==> config.mk <==
export PLATFORM = sky130hd
export DESIGN_NAME = rational_arithmetic_unit
export DESIGN_NICKNAME = d
export VERILOG_FILES = /design/src/rtl/rau_pkg.sv /design/src/rtl/rational_arithmetic_unit.sv /design/src/rtl/rau_mul.sv
export SDC_FILE = /design/constraint.sdc
export NUM_CORES = 2
export LEC_CHECK = 0
export ABC_AREA = 0
export BUFFER_PORTS_ARGS = -buffer_cell sky130_fd_sc_hd__clkbuf_2
export CAP_MARGIN = 20
export CORE_ASPECT_RATIO = 1.2
export CORE_UTILIZATION = 53
export CTS_BUF_LIST = sky130_fd_sc_hd__clkbuf_8
export CTS_CLUSTER_DIAMETER = 200
export DETAILED_ROUTE_END_ITERATION = 8
export GPL_ROUTABILITY_DRIVEN = 1
export PLACE_DENSITY = 0.72
export RECOVER_POWER = 25
export SLEW_MARGIN = 20
export SYNTH_ARGS = -nofsm -noshare
export SYNTH_HDL_FRONTEND = slang
export SYNTH_SLANG_ARGS = --single-unit
==> constraint.sdc <==
create_clock -name i_clk -period 10.2 [get_ports i_clk]
set_clock_uncertainty 0.05 [all_clocks]
set_input_delay 0.51 -clock i_clk [delete_from_list [all_inputs] [get_ports i_clk]]
set_output_delay 0.51 -clock i_clk [all_outputs]
set_load 0.02 [all_outputs]
==> src/rtl/rau_pkg.sv <==
package rau_pkg;

    // Operand and result width; the model fixes it at 32.
    localparam int OPW = 32;
    localparam int MW  = 2 * OPW;   // magnitude width of products
    localparam int CW  = $clog2(MW + 1);

    localparam logic [2:0] OP_ADD = 3'd0;
    localparam logic [2:0] OP_SUB = 3'd1;
    localparam logic [2:0] OP_MUL = 3'd2;
    localparam logic [2:0] OP_DIV = 3'd3;
    localparam logic [2:0] OP_NEG = 3'd4;
    localparam logic [2:0] OP_CMP = 3'd5;

    localparam logic [1:0] ST_OK   = 2'd0;
    localparam logic [1:0] ST_ZDEN = 2'd1;
    localparam logic [1:0] ST_OVF  = 2'd2;

    typedef struct packed {
        logic [2:0]         opcode;
        logic signed [31:0] a_num;
        logic signed [31:0] a_den;
        logic signed [31:0] b_num;
        logic signed [31:0] b_den;
    } t_in;

    typedef struct packed {
        logic signed [31:0] res_num;
        logic [30:0]        res_den;
        logic               is_less;
        logic               is_equal;
        logic               is_greater;
        logic [1:0]         status;
    } t_out;

endpackage

==> src/rtl/rational_arithmetic_unit.sv <==
// Channel   | Ports                              | Direction
// command   | i_start, o_busy, i_cmd (t_in)      | in
// result    | o_valid, o_res (t_out)             | out
//
// An error or undefined opcode goes straight to the output state after acceptance;
// a compare runs two shift-add products. Arithmetic runs up to three products,
// a subtractive binary GCD over 64-bit magnitudes (one shift or subtract per
// cycle) and two restoring divisions.
// Reset is synchronous; it idles the sequencer. o_busy stays high from
// acceptance until the cycle o_valid pulses; results cannot be stalled.
module rational_arithmetic_unit (
    input  logic            i_clk,
    input  logic            i_rst_n,
    input  logic            i_start,
    input  rau_pkg::t_in    i_cmd,
    output logic            o_busy,
    output logic            o_valid,
    output rau_pkg::t_out   o_res
);
    import rau_pkg::*;

    localparam logic [3:0] S_IDLE = 4'd0;
    localparam logic [3:0] S_M1   = 4'd1;
    localparam logic [3:0] S_M2   = 4'd2;
    localparam logic [3:0] S_M3   = 4'd3;
    localparam logic [3:0] S_SUM  = 4'd4;
    localparam logic [3:0] S_GCD  = 4'd5;
    localparam logic [3:0] S_DIVN = 4'd6;
    localparam logic [3:0] S_DIVD = 4'd7;
    localparam logic [3:0] S_FIN  = 4'd8;
    localparam logic [3:0] S_OUT  = 4'd9;

    logic [3:0]     r_state;
    logic [2:0]     r_op;
    logic           r_an, r_bn;
    logic [OPW-1:0] r_anm, r_adm, r_bnm, r_bdm;
    logic [MW-1:0]  r_t1, r_t2, r_rd, r_rn;
    logic           r_neg;
    logic [MW-1:0]  r_gu, r_gv;
    logic [CW-1:0]  r_gk;
    logic [MW-1:0]  r_g;
    logic [MW-1:0]  r_q, r_rem;
    logic [CW-1:0]  r_cnt;
    logic           r_mgo;
    logic [OPW-1:0] r_mx, r_my;
    t_out           r_res;
    logic           r_valid;

    logic           m_done;
    logic [MW-1:0]  m_p;

    rau_mul u_mul (
        .i_clk  (i_clk),
        .i_rst_n(i_rst_n),
        .i_go   (r_mgo),
        .i_x    (r_mx),
        .i_y    (r_my),
        .o_done (m_done),
        .o_p    (m_p)
    );

    // operand magnitudes and signs
    logic [OPW-1:0] a_nm, a_dm, b_nm, b_dm;
    logic           a_ng, b_ng;
    always_comb begin
        a_nm = i_cmd.a_num[OPW-1] ? -i_cmd.a_num : i_cmd.a_num;
        a_dm = i_cmd.a_den[OPW-1] ? -i_cmd.a_den : i_cmd.a_den;
        b_nm = i_cmd.b_num[OPW-1] ? -i_cmd.b_num : i_cmd.b_num;
        b_dm = i_cmd.b_den[OPW-1] ? -i_cmd.b_den : i_cmd.b_den;
        a_ng = (a_nm != '0) && (i_cmd.a_num[OPW-1] != i_cmd.a_den[OPW-1]);
        b_ng = (b_nm != '0) && (i_cmd.b_num[OPW-1] != i_cmd.b_den[OPW-1]);
    end

    logic sb;
    assign sb = (r_op == OP_SUB) ? !r_bn : r_bn;

    // restoring divide step
    logic [MW:0]   dv_try;
    logic [MW-1:0] dv_src;
    logic [$clog2(MW)-1:0] dv_idx;
    assign dv_idx = r_cnt[$clog2(MW)-1:0] - 1'b1;
    assign dv_src = (r_state == S_DIVN) ? r_rn : r_rd;
    assign dv_try = {r_rem, dv_src[dv_idx]} - {1'b0, r_g};

    // final range check
    logic [MW-1:0] lim;
    logic          ovf;
    assign lim = MW'(1) << (OPW - 1);
    assign ovf = (r_rd > lim - 1'b1) || (r_rn > (r_neg ? lim : lim - 1'b1));

    always_ff @(posedge i_clk) begin
        if (!i_rst_n) begin
            r_state <= S_IDLE;
            r_valid <= 1'b0;
            r_mgo   <= 1'b0;
        end else begin
            r_valid <= 1'b0;
            r_mgo   <= 1'b0;
            case (r_state)
                S_IDLE: begin
                    if (i_start) begin
                        r_op  <= i_cmd.opcode;
                        r_an  <= a_ng;  r_bn  <= b_ng;
                        r_anm <= a_nm;  r_adm <= a_dm;
                        r_bnm <= b_nm;  r_bdm <= b_dm;
                        r_res <= '0;
                        if (i_cmd.opcode > OP_CMP) begin
                            r_state <= S_OUT;
                        end else if (a_dm == '0 ||
                                     (i_cmd.opcode != OP_NEG && b_dm == '0) ||
                                     (i_cmd.opcode == OP_DIV && b_nm == '0)) begin
                            r_res.status <= ST_ZDEN;
                            r_state      <= S_OUT;
                        end else if (i_cmd.opcode == OP_NEG) begin
                            r_rn    <= MW'(a_nm);
                            r_rd    <= MW'(a_dm);
                            r_neg   <= !a_ng;
                            r_state <= S_SUM;
                        end else begin
                            // first product: a_num*b_den, or a_num*b_num for mul
                            r_mx    <= a_nm;
                            r_my    <= (i_cmd.opcode == OP_MUL) ? b_nm : b_dm;
                            r_mgo   <= 1'b1;
                            r_state <= S_M1;
                        end
                    end
                end
                S_M1: if (m_done) begin
                    r_t1  <= m_p;
                    r_mgo <= 1'b1;
                    if (r_op == OP_MUL) begin
                        r_mx <= r_adm; r_my <= r_bdm; r_state <= S_M3;
                    end else if (r_op == OP_DIV) begin
                        r_mx <= r_adm; r_my <= r_bnm; r_state <= S_M3;
                    end else begin
                        r_mx <= r_bnm; r_my <= r_adm; r_state <= S_M2;
                    end
                end
                S_M2: if (m_done) begin
                    r_t2 <= m_p;
                    if (r_op == OP_CMP) begin
                        if (r_an != r_bn) begin
                            r_res.is_less    <= r_an;
                            r_res.is_greater <= !r_an;
                        end else if (r_t1 == m_p) begin
                            r_res.is_equal   <= 1'b1;
                        end else begin
                            r_res.is_less    <= (r_t1 < m_p) ^ r_an;
                            r_res.is_greater <= (r_t1 > m_p) ^ r_an;
                        end
                        r_state <= S_OUT;
                    end else begin
                        r_mx <= r_adm; r_my <= r_bdm; r_mgo <= 1'b1;
                        r_state <= S_M3;
                    end
                end
                S_M3: if (m_done) begin
                    r_rd <= m_p;
                    if (r_op == OP_MUL || r_op == OP_DIV) begin
                        r_rn  <= r_t1;
                        r_neg <= r_an != r_bn;
                    end else if (r_an == sb) begin
                        r_rn <= r_t1 + r_t2;  r_neg <= r_an;
                    end else if (r_t1 >= r_t2) begin
                        r_rn <= r_t1 - r_t2;  r_neg <= r_an;
                    end else begin
                        r_rn <= r_t2 - r_t1;  r_neg <= sb;
                    end
                    r_state <= S_SUM;
                end
                S_SUM: begin
                    // set up binary GCD; rn==0 gives gcd = rd
                    if (r_rn == '0) r_neg <= 1'b0;
                    r_gu    <= r_rn;
                    r_gv    <= r_rd;
                    r_gk    <= '0;
                    r_state <= S_GCD;
                end
                S_GCD: begin
                    if (r_gu == '0 || r_gv == '0 || r_gu == r_gv) begin
                        r_g     <= (r_gu == '0 ? r_gv : r_gu) << r_gk;
                        r_cnt   <= CW'(MW);
                        r_rem   <= '0;
                        r_state <= S_DIVN;
                    end else if (!r_gu[0] && !r_gv[0]) begin
                        r_gu <= r_gu >> 1; r_gv <= r_gv >> 1; r_gk <= r_gk + 1'b1;
                    end else if (!r_gu[0]) begin
                        r_gu <= r_gu >> 1;
                    end else if (!r_gv[0]) begin
                        r_gv <= r_gv >> 1;
                    end else if (r_gu > r_gv) begin
                        r_gu <= r_gu - r_gv;
                    end else begin
                        r_gv <= r_gv - r_gu;
                    end
                end
                S_DIVN, S_DIVD: begin
                    if (!dv_try[MW]) begin
                        r_rem <= dv_try[MW-1:0];
                        r_q   <= {r_q[MW-2:0], 1'b1};
                    end else begin
                        r_rem <= {r_rem[MW-2:0], dv_src[dv_idx]};
                        r_q   <= {r_q[MW-2:0], 1'b0};
                    end
                    r_cnt <= r_cnt - 1'b1;
                    if (r_cnt == CW'(1)) begin
                        r_cnt <= CW'(MW);
                        r_rem <= '0;
                        if (r_state == S_DIVN) begin
                            r_rn    <= dv_try[MW] ? {r_q[MW-2:0], 1'b0}
                                                  : {r_q[MW-2:0], 1'b1};
                            r_state <= S_DIVD;
                        end else begin
                            r_rd    <= dv_try[MW] ? {r_q[MW-2:0], 1'b0}
                                                  : {r_q[MW-2:0], 1'b1};
                            r_state <= S_FIN;
                        end
                    end
                end
                S_FIN: begin
                    if (ovf) begin
                        r_res.status <= ST_OVF;
                    end else begin
                        r_res.res_num <= r_neg ? -r_rn[OPW-1:0] : r_rn[OPW-1:0];
                        r_res.res_den <= r_rd[OPW-2:0];
                    end
                    r_state <= S_OUT;
                end
                S_OUT: begin
                    r_valid <= 1'b1;
                    r_state <= S_IDLE;
                end
                default: r_state <= S_IDLE;
            endcase
        end
    end

    assign o_busy  = (r_state != S_IDLE);
    assign o_valid = r_valid;
    assign o_res   = r_res;

`ifndef SYNTHESIS
    // a result pulse lasts one cycle
    a_one_pulse: assert property (@(posedge i_clk) disable iff (!i_rst_n)
        o_valid |=> !o_valid) else $error("double result strobe");
    // accepted command leaves idle
    a_start: assert property (@(posedge i_clk) disable iff (!i_rst_n)
        (i_start && !o_busy) |=> o_busy) else $error("start not taken");
    // at most one compare flag is set on any result with OK status
    a_flags: assert property (@(posedge i_clk) disable iff (!i_rst_n)
        (o_valid && o_res.status == ST_OK) |->
        $onehot0({o_res.is_less, o_res.is_equal, o_res.is_greater}))
        else $error("compare flags collide");
`endif

endmodule

==> src/rtl/rau_mul.sv <==
// Shift-add multiplier: one bit of the multiplier per cycle.
module rau_mul (
    input  logic                  i_clk,
    input  logic                  i_rst_n,
    input  logic                  i_go,
    input  logic [rau_pkg::OPW-1:0] i_x,
    input  logic [rau_pkg::OPW-1:0] i_y,
    output logic                  o_done,
    output logic [rau_pkg::MW-1:0]  o_p
);
    import rau_pkg::*;

    logic [MW-1:0]  r_acc, r_x;
    logic [OPW-1:0] r_y;
    logic [CW-1:0]  r_cnt;
    logic           r_busy;

    always_ff @(posedge i_clk) begin
        if (!i_rst_n) begin
            r_busy <= 1'b0;
            r_cnt  <= '0;
        end else if (i_go) begin
            r_busy <= 1'b1;
            r_cnt  <= CW'(OPW);
            r_acc  <= '0;
            r_x    <= MW'(i_x);
            r_y    <= i_y;
        end else if (r_busy) begin
            if (r_y[0]) r_acc <= r_acc + r_x;
            r_x   <= r_x << 1;
            r_y   <= r_y >> 1;
            r_cnt <= r_cnt - 1'b1;
            if (r_cnt == CW'(1)) r_busy <= 1'b0;
        end
    end

    assign o_done = r_busy && (r_cnt == CW'(1)) && !i_go;
    assign o_p    = r_y[0] ? r_acc + r_x : r_acc;

endmodule
# After elaboration in Yosys (flattened, before gate mapping)
# Index checks and enable logic that the tools add are counted.
[word_totals]
regBits = 997
latch_bits = 0
ramBits = 0
rom_bits = 0
in_bits = 134
out_inout_bits = 70
elab_cells = 311
mem_count = 0
[classes]
add_sub_neg = 16
multipliers = 0
div_mod_pow = 0
order_cmp = 8
eq_ne = 51
shift = 1
n_mux = 134
bitwise = 3
reduce_logical = 60
[op_table]
columns = ["op", "count"]
rows = [
  ["$mux 64", 35],
  ["$mux 32", 28],
  ["$pmux 64 s2", 3],
  ["$pmux 64 s3", 2],
  ["$sub 64x64->64", 4],
  ["$logic_not 64->1", 3],
  ["$pmux 32 s3", 2],
  ["$neg 32->32", 5],
  ["$add 64x64->64", 2],
  ["$eq 64x64->1", 2],
  ["$gt 64x64->1", 2],
  ["$pmux 63 s2", 1],
  ["$logic_not 32->1", 3],
  ["$mux 68", 1],
  ["$sub 65x64->65", 1],
  ["$ge 64x64->1", 1],
  ["$gt 64x31->1 const B", 1],
  ["$gt 64x32->1", 1],
  ["$lt 64x64->1", 1],
  ["$reduce_bool 32->1", 2],
  ["$shl 64x7->64", 1],
  ["$mux 63", 1],
  ["$ne 2x2->1 const B", 21],
  ["$mux 4", 10],
  ["46 further kinds", 140],
]

# Logic depth before layout (Yosys ltp)
[logic_depth]
ltp_word = 10
mapped_depth = 29
ltp_nobuf = 26

# By module
# Synthesis repeated with hierarchy kept, for this count alone.
[unflattened]
cells_unflattened = 8591
area_unflattened_um2 = 78820.6
[by_module_without_submodules]
columns = ["mod", "n_inst", "cells_each", "area_per_inst_um2"]
rows = [
  ["rational_arithmetic_unit", 1, 7499, 67403.4],
  ["rau_mul", 1, 1092, 11417.2],
]

# Least setup slack after synthesis
# Ideal clock, no wire load.
[synth_path]
path_type = "input to register"
start = "input port i_cmd[82] (netlist bit)"
end = "register r_mx[0] (enable)"
setup_time_ns = 0.644
arrival_time_ns = 9.495
required_time_ns = 9.506
path_slack_ns = 0.011
cell_stages = 13
n_path_buf = 2
cell_sequence = "buf_2 or4_4 or4_1 buf_2 or4b_2 xnor2_1 and3_1 o21ai_0 a2111oi_0 a41oi_1 a21boi_2 a21oi_1 nor4_1"
[synth_between]
elab_chain_len = 7
[synth_lines]
columns = ["item", "line", "source"]
rows = [
  ["from (decl)", "rational_arithmetic_unit.sv:15", "input rau_pkg::t_in i_cmd,"],
  ["$neg 32->32", "rational_arithmetic_unit.sv:67", "a_dm = i_cmd.a_den[OPW-1] ? -i_cmd.a_den : i_cmd.a_den;"],
  ["$mux 32 (*)", "rational_arithmetic_unit.sv:67", ""],
  ["$logic_not 32->1 (*)", "rational_arithmetic_unit.sv:109", "end else if (a_dm == '0 ||"],
  ["$logic_or 1x1->1 (*)", "rational_arithmetic_unit.sv:109", ""],
  ["$logic_or 1x1->1 (*)", "rational_arithmetic_unit.sv:110", "(i_cmd.opcode != OP_NEG && b_dm == '0) ||"],
  ["$ne 2x2->1 (no line) (*)", "-", ""],
  ["$reduce_and 9->1 (no line) (*)", "-", ""],
  ["to (signal assigned)", "rational_arithmetic_unit.sv:121", "r_mx <= a_nm;"],
  ["to (decl)", "rational_arithmetic_unit.sv:45", "logic [OPW-1:0] r_mx, r_my;"],
]
# Every way passes the cells marked *; elsewhere a longest branch is shown, timed or not.
# A chain may end at the register's enable or synchronous reset.

# Worst setup path in the final report
[layout_path]
start = "register u_mul.r_x[2]"
end = "register r_res (netlist bit o_res[2]), data pin"
[layout_between]
elab_chain_len = 9
[layout_lines]
columns = ["item", "line", "source"]
rows = [
  ["from (decl)", "rau_mul.sv:13", "logic [MW-1:0] r_acc, r_x;"],
  ["from (signal assigned)", "rau_mul.sv:26", "r_x <= MW'(i_x);"],
  ["from (signal assigned)", "rau_mul.sv:30", "r_x <= r_x << 1;"],
  ["$add 64x64->64", "rau_mul.sv:38", "assign o_p = r_y[0] ? r_acc + r_x : r_acc;"],
  ["$mux 64", "-", ""],
  ["$gt 64x64->1", "rational_arithmetic_unit.sv:149", "r_res.is_greater <= (r_t1 > m_p) ^ r_an;"],
  ["$xor 1x1->1", "rational_arithmetic_unit.sv:149", ""],
  ["$mux 1", "rational_arithmetic_unit.sv:145", "end else if (r_t1 == m_p) begin"],
  ["$mux 1", "rational_arithmetic_unit.sv:142", "if (r_an != r_bn) begin"],
  ["$mux 3", "rational_arithmetic_unit.sv:141", "if (r_op == OP_CMP) begin"],
  ["$mux 3", "rational_arithmetic_unit.sv:139", "S_M2: if (m_done) begin"],
  ["$pmux 3 s2", "rational_arithmetic_unit.sv:99", "case (r_state)"],
  ["to (decl)", "rational_arithmetic_unit.sv:46", "t_out r_res;"],
]
# Every way passes these cells. The select of a mux whose other input is x is not followed.

==> summary.txt <==
Worst setup path
  • Kind of critical path: reg -> reg
  • Data required time at the worst endpoint: 10,860 ps
  • Register-to-Register Setup Slack: 1730 ps
  • R2R Path End: o_res[2]$_SDFFCE_PN0P_
  • Critical register-to-register path startpoint: u_mul.r_x[2]$_DFFE_PP_
  • Worst setup path startpoint: u_mul.r_x[2]$_DFFE_PP_
  • Sort of element at the start of the critical path: flop
  • Timing endpoint of the critical path: o_res[2]$_SDFFCE_PN0P_
  • Endpoint class of the critical path: flop
  • Critical path fanouts, max: 4
  • Data arrival at the endpoint of the critical path: 9120 ps
  • Number of cells on the worst reg-to-reg path: 26

Clocking
  • CTS Buf Count: 167
  • Number of clock sinks seen by CTS: 997
  • Post CTS Setup Buffer Count: 0
  • Clk buf depth: 3
  • Root Buffer: clkbuf_8
  • Insertion delay of the later-clocked pin in the worst-skew pair: 1030 ps
  • TritonCTS clock tree: yes
  • Clk slew on worst S/H paths: 60 ps
  • Number of H-tree levels: 4

Cells and area
  • Area added between synthesis and finish: 9.06%
  • Area occupied by multi-input gates: 0.0448 mm²
  • Fraction of final layout cells sized beyond drive strength 1: 0.0745
  • Sequential standard cell area: 0.0298 mm²
  • Count of filler cells inserted in the layout: 13,100
  • Final-stage net count: 9,361

Yosys
  • Post-Synthesis Cell Area: 0.0783 mm²
  • Number of synthesized flops with an enable pin: 983
  • Portion of synthesized cell area occupied by the leading cell type: 0.377
  • Post-Synthesis Net Count: 9,229
  • Count of state elements after synthesis: 997
  • Sequential area share after synthesis: 0.381
  • Average cell area after synthesis: 9.17 µm²
  • Synth top area cells: edfxtp_1 38%, ha_1 8.8%, a21oi_1 5.1%
  • Ys flop type: edfxtp_1
  • Synthesized instance count: 8,536
  • Cell accounting for the most synthesized area: edfxtp_1
  • Share of synthesized registers carrying an async set or reset: 0
  • Top cells by count, synth: 983 x edfxtp_1, 827 x nor2_1, 803 x a21oi_1, 595 x o21ai_0, 576 x inv_1
  • Count of unique library cells instantiated by Yosys: 91
  • Library cell with the highest instance count after synthesis: edfxtp_1
  • Synth Warn #: 0

Global route
  • Global routing usage on met3: 0.0676
  • Grt ovf: 0
  • Global Route met2 Usage: 0.683
  • Met1 capacity usage during global routing: 0.484
  • Largest net degree at the start of global routing: 132
  • Vias in the first global route: 69,600
  • Global-route usage over all layers: 0.410
  • Global-route layer with the greatest usage: met2
  • Global-route wire length before repair: 456,000 µm
  • Initial antenna violation count: 47

Drt
  • Via-per-instance ratio: 6.71
  • Number of remaining DRC errors: 0
  • First DRT Iteration DRCs: 8,503
  • Number of routed nets with antenna violations: 0
  • DRT Pass-1 Iters: 7
  • Total via count after detailed routing: 72,400
  • Wire length after detailed routing: 317,000 µm
  • Routed WL per cell: 29.4 µm

STA
  • RSZ-0062 raised after global routing: false
  • Setup TNS: 0 ps
  • Final setup violation count: 0
  • Max Fclk: 0.118 GHz
  • Final hold violation count: 0
  • Worst-Margin Slew: 3890 ps
  • Final WS setup: 1730 ps
  • Ratio of final minimum period to clock period: 0.830
  • Final max-slew violation count: 686
  • Fin crit period: 8470 ps
  • Relative slew margins: -1.60

Floorplan
  • Die outline area: 0.149 mm²
  • Vert. Die Dim: 423 µm
  • Initial core utilization: 0.534
  • Core area: 0.147 mm²
  • Die width: 353 µm
  • Site Rows: 154
  • IO Pins: 204

Power
  • Clock network fraction of design power: 0.234
  • Switching Power: 0.00628 W
  • Peak supply drop: 0.290 mV
  • Switching part of the total: 0.401
  • Pwr Total: 0.0157 W
  • Pwr/cell area: 183 mW/mm²
  • Combinational Power Share: 0.385
  • Pint: 0.00938 W
  • Flop pwr share: 0.381
  • Leak: 33.7 nW

Placement
  • Half-perimeter wire length of the detailed placement result: 247,000 µm
  • Input/output buffers: 203
  • Routability congestion estimate: 1.06
  • Worst slack at placement: 1890 ps

Hold path
  • Worst Hold Class: in -> reg

Status
  • Result of the run: finished with violations
  • Violated checks: max-capacitance violations, max-slew violations

Run
  • MaxCap Viol Count: 15
[per-layer routing]
| metal | vias up | share of wire |
|---|---|---|
| met5 | - | 0.00023 |
| met4 | 8 | 0.081 |
| met3 | 1012 | 0.083 |
| met2 | 4134 | 0.47 |
| met1 | 35100 | 0.36 |
| li1 | 32100 | - |
[registers in the layout, indices dropped and copies added, names as in the netlist, 7 cells and up]
register / cells
o_res: 68
r_g: 64
r_gu: 64
r_gv: 64
r_rd: 64
r_rem: 64
r_rn: 64
r_t1: 64
r_t2: 64
u_mul.r_acc: 64
u_mul.r_x: 64
r_q: 63
r_adm: 32
r_bdm: 32
r_bnm: 32
r_mx: 32
r_my: 32
u_mul.r_y: 32
r_cnt: 7
r_gk: 7
u_mul.r_cnt: 7
[power groups by stage]
stage	registers [W]	logic, W	clock network [W]
after floorplan	0.00598	0.00376	0
after global placement	0.00598	0.00568	0
after detailed placement	0.00601	0.00580	0
after CTS	0.00593	0.00589	0.00370
after global routing	0.00599	0.00644	0.00385
final	0.00596	0.00603	0.00366
[cell families (layout without fill, tap and decap cells)]
| logic type | count (synthesis) | after routing | share of synthesized area |
|---|---|---|---|
| DFF | 997 | 997 | 0.381 |
| muxes | 513 | 513 | 0.0735 |
| adders and majority gates | 560 | 560 | 0.0901 |
| xor gates and xnor gates | 463 | 463 | 0.0518 |
| buffers and inverters | 1037 | 1303 | 0.0501 |
| and+or+nand+nor | 2324 | 2324 | 0.140 |
| other | 0 | 31 | 0 |
| AOI/OAI and AO/OA | 2642 | 2642 | 0.214 |
[worst min path at each step]
stage,startpoint,endpoint,depth (start not counted)
global route,i_cmd[105],r_mx[9]$_DFFE_PP_,3
floorplan,r_q[9]$_DFFE_PP_,r_q[10]$_DFFE_PP_,0
detailed placement,r_q[24]$_DFFE_PP_,r_q[25]$_DFFE_PP_,0
CTS,i_cmd[98],r_mx[2]$_DFFE_PP_,4
finish,i_cmd[124],r_mx[28]$_DFFE_PP_,3
global placement,r_q[51]$_DFFE_PP_,r_q[52]$_DFFE_PP_,0
[critical path: stages, from the launching register on]
cell and delay, ps:
edfxtp_1 420, ha_1 370, a21oi_1 320, a211oi_1 240
o21ai_0 650, a211oi_1 270, buf_4 240, o211a_1 290
a211o_1 300, a21oi_1 220, o221ai_1 260, a221o_1 360
a21o_1 190, xor2_1 590, a21oi_1 170, ha_1 340
nand4_1 110, or2_2 330, nor4_1 910, and2_1 280
nand3_1 80, mux2i_1 190, o41ai_1 130, o211ai_1 500
o21bai_1 140, mux2i_1 190, nor2_1 50
[through the flow]
stage               utilization  cell area [µm²]  hold WS [ps]  cells
floorplan                     -            78300           376   8536
global placement          0.553            81100           380  10300
detailed placement        0.553            81100           387  10300
CTS                       0.583            85500          6.19  10800
global route              0.582            85400          79.8  10800
finish                    0.582            85400          93.8  10800
[area by class of cell]
| class | count | share of cell area |
|---|---|---|
| clock inverters | 133 | 0.0111 |
| diodes | 31 | 0.000908 |
| multi-input cells | 6502 | 0.525 |
| flip-flops and latches | 997 | 0.349 |
| repair buffers | 419 | 0.0327 |
| inverters | 581 | 0.0255 |
| clock buffers | 170 | 0.0274 |
| well taps | 1950 | 0.0286 |
[cell usage in the layout (no fill, tap or decap), types with 92 or more instances in the layout]
cell type	netlist	routed
mux2i_1	379	379
nor3_1	109	107
nand2_1	572	570
a21o_1	205	205
nor4_1	113	110
nand3_1	137	136
clkbuf_1	390	96
clkbuf_2	0	123
a211oi_1	105	105
a221oi_1	99	99
nor2_1	827	817
xnor2_1	282	280
a21oi_1	803	799
nand4_1	127	127
dlygate4sd3_1	0	111
inv_1	576	616
o21ai_0	595	595
o21bai_1	121	121
a31oi_1	93	92
nor2b_1	95	94
ha_1	552	552
xor2_1	181	180
edfxtp_1	983	983
clkbuf_8	0	170
[timing repair]
item	4_1_cts	5_1_grt
endpoints found under the hold margin	117	0
resized for setup	0	0
hold buffers	111	0
Power figures use the tool's default switching activity.
